===== src/hdl/dpb_pkg.sv =====
// Shared types, widths and reset values of the depth pixel back-projection block.
package dpb_pkg;

    localparam int DPB_GRID_STEP   = 4;
    localparam int DPB_STEP_W      = 5;
    localparam int DPB_COORD_W     = 12;
    localparam int DPB_DEPTH_W     = 16;

    localparam int DPB_DU_W        = 17;
    localparam int DPB_PX_W        = 33;
    localparam int DPB_QX_W        = 57;
    localparam int DPB_CAM_SHIFT   = 28;
    localparam int DPB_XC_W        = 29;

    localparam int DPB_COEF_W      = 16;
    localparam int DPB_TRANS_W     = 20;
    localparam int DPB_P_W         = 45;
    localparam int DPB_ACC_W       = 47;
    localparam int DPB_POSE_SHIFT  = 14;
    localparam int DPB_RND_W       = 33;
    localparam int DPB_SUM_W       = 34;
    localparam int DPB_WORLD_W     = 24;

    localparam int DPB_CFG_IDX_W   = 3;
    localparam int DPB_CFG_DATA_W  = 60;

    localparam logic [7:0]  DPB_GREY          = 8'd200;
    localparam logic [31:0] DPB_RST_PP        = 32'd0;
    localparam logic [47:0] DPB_RST_IFOCAL    = 48'd0;
    localparam logic [47:0] DPB_RST_ROT_X     = 48'h0000_0000_4000;
    localparam logic [47:0] DPB_RST_ROT_Y     = 48'h0000_4000_0000;
    localparam logic [47:0] DPB_RST_ROT_Z     = 48'h4000_0000_0000;
    localparam logic [59:0] DPB_RST_TRANS     = 60'd0;
    localparam logic [31:0] DPB_RST_LIMITS    = 32'h1F40_000A;
    localparam logic [1:0]  DPB_RST_ENABLES   = 2'b11;

    typedef enum logic [DPB_CFG_IDX_W-1:0] {
        CFG_PRINCIPAL_POINT = 3'd0,
        CFG_INVERSE_FOCAL   = 3'd1,
        CFG_ROT_ROW_X       = 3'd2,
        CFG_ROT_ROW_Y       = 3'd3,
        CFG_ROT_ROW_Z       = 3'd4,
        CFG_TRANSLATION     = 3'd5,
        CFG_DEPTH_LIMITS    = 3'd6,
        CFG_ENABLES         = 3'd7
    } t_cfg_idx;

    typedef struct packed {
        logic [31:0]       principal_point;
        logic [47:0]       inverse_focal;
        logic [2:0][47:0]  rot;
        logic [59:0]       translation;
        logic [31:0]       depth_limits;
        logic [1:0]        enables;
    } t_cfg;

    typedef struct packed {
        logic [DPB_COORD_W-1:0] column;
        logic [DPB_COORD_W-1:0] pixel_row;
        logic [DPB_DEPTH_W-1:0] depth_mm;
        logic [7:0]             mask_value;
        logic [7:0]             red;
        logic [7:0]             green;
        logic [7:0]             blue;
    } t_in_word;

    typedef struct packed {
        logic signed [DPB_WORLD_W-1:0] world_x;
        logic signed [DPB_WORLD_W-1:0] world_y;
        logic signed [DPB_WORLD_W-1:0] world_z;
        logic [7:0]                    point_red;
        logic [7:0]                    point_green;
        logic [7:0]                    point_blue;
    } t_out_word;

    typedef struct packed {
        logic [7:0] red;
        logic [7:0] green;
        logic [7:0] blue;
    } t_rgb;

    typedef struct packed {
        logic signed [DPB_DU_W-1:0] du;
        logic signed [DPB_DU_W-1:0] dv;
        logic [DPB_DEPTH_W-1:0]     depth;
        t_rgb                       rgb;
    } t_pix;

    typedef struct packed {
        logic signed [DPB_XC_W-1:0] xc;
        logic signed [DPB_XC_W-1:0] yc;
        logic [DPB_DEPTH_W-1:0]     zc;
        t_rgb                       rgb;
    } t_cam;

endpackage


===== src/hdl/dpb_filter.sv =====
// Pixel filter stage: sample grid, mask and depth window tests, principal point offset.
module dpb_filter #(
    parameter int GRID_STEP = dpb_pkg::DPB_GRID_STEP
) (
    input  logic              i_clk,
    input  logic              i_rst_n,
    input  logic              i_valid,
    input  dpb_pkg::t_in_word i_word,
    input  dpb_pkg::t_cfg     i_cfg,
    input  logic              i_down_en,
    output logic              o_en,
    output logic              o_valid,
    output dpb_pkg::t_pix     o_data
);
    import dpb_pkg::*;

    localparam int K        = DPB_COORD_W + DPB_STEP_W;
    localparam int RECIP_W  = K + 1;
    localparam int PROD_W   = DPB_COORD_W + RECIP_W;
    localparam int Q_W      = PROD_W - K;
    localparam int QS_W     = Q_W + DPB_STEP_W;
    localparam logic [RECIP_W-1:0] RECIP  = RECIP_W'((1 << K) / GRID_STEP);
    localparam logic [QS_W-1:0]    STEP_Q = QS_W'(GRID_STEP);

    logic                     r_v;
    t_pix                     r_data;
    logic                     n_v;
    t_pix                     n_data;
    logic [PROD_W-1:0]        w_col_prod;
    logic [PROD_W-1:0]        w_row_prod;
    logic [QS_W-1:0]          w_col_rem;
    logic [QS_W-1:0]          w_row_rem;
    logic                     w_grid_ok;
    logic                     w_mask_ok;
    logic                     w_depth_ok;
    logic [DPB_DEPTH_W-1:0]   w_dmin;
    logic [DPB_DEPTH_W-1:0]   w_dmax;

    // reciprocal estimate leaves the remainder in [0, 2*step)
    assign w_col_prod = PROD_W'(i_word.column) * PROD_W'(RECIP);
    assign w_row_prod = PROD_W'(i_word.pixel_row) * PROD_W'(RECIP);
    assign w_col_rem  = QS_W'(i_word.column)
                      - QS_W'(w_col_prod[PROD_W-1:K]) * STEP_Q;
    assign w_row_rem  = QS_W'(i_word.pixel_row)
                      - QS_W'(w_row_prod[PROD_W-1:K]) * STEP_Q;
    assign w_grid_ok  = (w_col_rem == '0 || w_col_rem == STEP_Q)
                     && (w_row_rem == '0 || w_row_rem == STEP_Q);

    assign w_dmin     = i_cfg.depth_limits[15:0];
    assign w_dmax     = i_cfg.depth_limits[31:16];
    assign w_mask_ok  = !(i_cfg.enables[0] && i_word.mask_value != 8'd0);
    assign w_depth_ok = (i_word.depth_mm > w_dmin) && (i_word.depth_mm <= w_dmax);

    always_comb begin
        n_v          = i_valid && w_grid_ok && w_mask_ok && w_depth_ok;
        n_data.du    = $signed({1'b0, i_word.column, 4'b0000})
                     - $signed({1'b0, i_cfg.principal_point[15:0]});
        n_data.dv    = $signed({1'b0, i_word.pixel_row, 4'b0000})
                     - $signed({1'b0, i_cfg.principal_point[31:16]});
        n_data.depth = i_word.depth_mm;
        if (i_cfg.enables[1]) begin
            n_data.rgb.red   = i_word.red;
            n_data.rgb.green = i_word.green;
            n_data.rgb.blue  = i_word.blue;
        end else begin
            n_data.rgb.red   = DPB_GREY;
            n_data.rgb.green = DPB_GREY;
            n_data.rgb.blue  = DPB_GREY;
        end
    end

    assign o_en = !r_v || i_down_en;

    always_ff @(posedge i_clk) begin
        if (!i_rst_n) begin
            r_v <= 1'b0;
        end else if (o_en) begin
            r_v <= n_v;
        end
    end

    always_ff @(posedge i_clk) begin
        if (o_en) begin
            r_data <= n_data;
        end
    end

    assign o_valid = r_v;
    assign o_data  = r_data;

endmodule


===== config.mk =====
export PLATFORM = sky130hd
export DESIGN_NAME = dpb_filter
export DESIGN_NICKNAME = d
export VERILOG_FILES = /design/src/hdl/dpb_pkg.sv /design/src/hdl/dpb_filter.sv
export SDC_FILE = /design/constraint.sdc
export NUM_CORES = 1
export LEC_CHECK = 0
export ABC_AREA = 1
export BUFFER_PORTS_ARGS = -buffer_cell sky130_fd_sc_hd__buf_2
export CORE_AREA = 8 8 175 177
export DETAILED_ROUTE_END_ITERATION = 16
export DIE_AREA = 0 0 183 185
export HOLD_SLACK_MARGIN = 0.03
export PLACE_DENSITY = 0.55
export RECOVER_POWER = 100
export SYNTH_ARGS = -nofsm -noshare
export SYNTH_HDL_FRONTEND = slang
export SYNTH_SLANG_ARGS = --single-unit
export TNS_END_PERCENT = 30

===== constraint.sdc =====
create_clock -name i_clk -period 2.3 [get_ports i_clk]
set_input_delay 0.115 -clock i_clk [delete_from_list [all_inputs] [get_ports i_clk]]
set_output_delay 0.115 -clock i_clk [all_outputs]
set_load 0.01 [all_outputs]

==> results.cfg <==
[yosys]
synth_top_area_share_pct = 46.93
yosys.cell_types.count = 25
yosys_warnings = 0
ys_seq_elements = 75
async_flop_share_pct = 0
synthTopCellsByArea = edfxtp_1 47%, ha_1 15%, inv_1 9.4%
synthTopCellsByCount = 118 x inv_1, 99 x nand2_1, 74 x edfxtp_1
synth_nets = 963
synth_flop_cell = edfxtp_1
yosysSeqAreaShare_pct = 47.36
synth_edf_count = 74
syn_avg_cell_area_um2 = 9.265
netlist_area_um2 = 4735
syn-instance-count = 511
yosysMostFrequentCell = inv_1
yosys.area.top_type = edfxtp_1

[setup_path]
crit_type = input pin to flop
crit_path_top_delay_cell = dlygate4sd3_1
endpoint_kind = flop
critPathLaunchType = input pin
cp_common_cell = nand2_1
path_cells = dlygate4sd3_1, clkbuf_1, inv_1, ha_1, nand2_1, o21ai_0, nand3_2, nand2_1, nand3_1, nand2_1, xor2_1
crit_arrival_ps = 2070
path_max_fanout = 3
rr_endpoint = o_data[46]$_DFFE_PP_
path_delay_family = buffers and inverters
cp_data_required_time_ps = 2390
cp_num_buf_inv = 3
r2r_start = o_valid$_SDFFE_PN0P_
r2r_slack_ps = 330
cp.depth = 11
slowest_delay_ps = 540
reg2reg_depth = 2

[die]
rows = 62
core-area_um2 = 28080
die_w_um = 183
initial_utilization_pct = 16.86
die_area_um2 = 33860
die_h_um = 185
pin_count = 470

[sta]
fin_ws_ps = 324.0
fin_crit_ps = 1976
clock.fmax_mhz = 506.1
fin_crit_sh_pct = 85.91
worstMarginPinSlew_ps = 993.9
setup-violations-final = 0
tns_ps = 0
hold_viol_final = 0
fin_worst_hold_slack_ps = 45.33
clock_skew_ps = 7.022
rsz0062_at_grt = no
slew_headroom_pct = 33.74
drv_slew = 0

[clocking]
cts_tree = built
clockBufferDepth = 2
cts-htree-levels = 3
clk_root_buffer_cell = clkbuf_16
clk_latency_ps = 340
cts.clk_slew.worst_paths_ps = 70
cts_resized = 0
numCtsBuffers = 9
numClockSinks = 75

[global_route]
grt_pass1_vias = 4556
grtUsageTotal_pct = 10.14
grt_max_degree = 41
antenna_found_initial = 2
grt_first_pass_wirelength_mm = 25.94
grt-ovfl-total = 0

[place]
gp_congestion = 0.8481
port_buffers = 217
post-place-ws_ps = 558.0
dp_hpwl_mm = 14.27

[drt]
drc = 0
drt_iter0_markers = 120
wire_per_inst_um = 14.74
drt_first_pass_iters = 4
drtAntennaViolNets = 0
num_vias = 4268
finalWirelength_mm = 17.17
vias_per_cell = 3.664

[pwr]
seq_power_share_pct = 39.9
p_leak_nw = 3.414
ir_worst_vdd_v = 0.0002821
p_clk_share_pct = 38.6
powerDensity_nw_per_um2 = 625.3
switchingPower_mw = 1.179
p_int_mw = 3.111
switching_share_pct = 27.48
comb_power_share_pct = 21.5

[outcome]
status = finished, final reports clean

[layout]
post-route-util_pct = 24.43
syn2layout_area_growth_pct = 44.90
antennaDiodeCount = 0
nets = 1228
drive_gt1_share_pct = 18.44

[min_path]
min_path_type = input pin to flop
min_path_cells = 3
hp-start = i_word[6]
hold_end = o_data[6]$_SDFFCE_PN1P_

[job]
drv_cap = 0
flip-flops by register name, indices dropped and copies added, names as in the netlist:
signal and flops:
o_valid 1, o_data 74
layout by cell type, fill, tap and decap left out, drive strengths merged:
master and count:
a21o 3, a21oi 38, a31oi 6, and2 2
buf 122, bufinv 3, clkbuf 107, clkinv 2
dfxtp 1, dlygate4sd3 37, edfxtp 74, ha 58
inv 119, nand2 107, nand3 21, nand4 7
nor2 27, nor3 3, nor4 3, o21a 1
o21ai 12, o21bai 2, xnor2 6, xor2 20
power groups by stage:
stage / Clock (mW) / Sequential, mW / Combinational, mW
floorplan: 0 / 1.82 / 0.414
global placement: 0 / 1.73 / 0.936
detailed placement: 0 / 1.74 / 0.940
CTS: 1.72 / 1.71 / 0.995
global route: 1.75 / 1.73 / 1.06
finish: 1.66 / 1.71 / 0.922
kinds of logic after synthesis:
logic type	count (synthesis)	share of synthesized area [%]
buffers and inverters	120	9.514
adders and majority gates	58	15.33
DFF	75	47.36
AOI/OAI and AO/OA	62	7.188
and+or+nand+nor	170	15.80
xor gates and xnor gates	26	4.810
worst register-to-register path, delay by kind of cell, from the launching register on:
family / cells / cell delay (ps)
buffers and inverters: 1 / 720
DFF: 1 / 310
and+or+nand+nor: 1 / 540
what timing repair did:
action / 4_1_cts / 5_1_grt
hold buffers: 37 / 0
endpoints found under the hold margin: 37 / 0
setup buffers: 0 / 0
stage by stage:
step                instance area [µm²]  total power [mW]  std cells
global route                       6860             4.549       1165
finish                             6860             4.290       1165
floorplan                          4737             2.234        511
CTS                                7041             4.424       1165
global placement                   6329             2.668       1112
detailed placement                 6329             2.676       1112
worst max-delay path by stage:
| stage | start | to |
|---|---|---|
| after floorplan | o_valid$_SDFFE_PN0P_ | o_data[0]$_SDFFCE_PN0P_ |
| after detailed placement | i_word[63] | o_data[71]$_DFFE_PP_ |
| after CTS | i_word[45] | o_valid$_SDFFE_PN0P_ |
| after global routing | i_cfg[302] | o_data[52]$_DFFE_PP_ |
| after global placement | i_word[63] | o_data[71]$_DFFE_PP_ |
| final | i_cfg[302] | o_data[52]$_DFFE_PP_ |
layout make-up:
cell class                      count  area [µm²]
Sequential cell                    75        2242
Inverter                          118       442.9
Timing Repair Buffer              256        1350
Clock inverter                      6       112.6
Tap cell                          384       480.5
Fill cell                        3149       21220
Multi-Input combinational cell    316        2003
Clock buffer                       10       229.0
layer usage:
metal / share of wire [%] / vias up / wire length (µm) / GRT usage, %
met3: 15 / 17 / 2563 / 6.767
met5: 0.052 / - / 9 / 0
met2: 39 / 175 / 6772 / 14.56
met4: 1.6 / 2 / 271 / 2.830
li1: - / 2204 / - / -
met1: 44 / 1870 / 7557 / 12.13
Note: power is estimated with default switching activity, not from simulation.
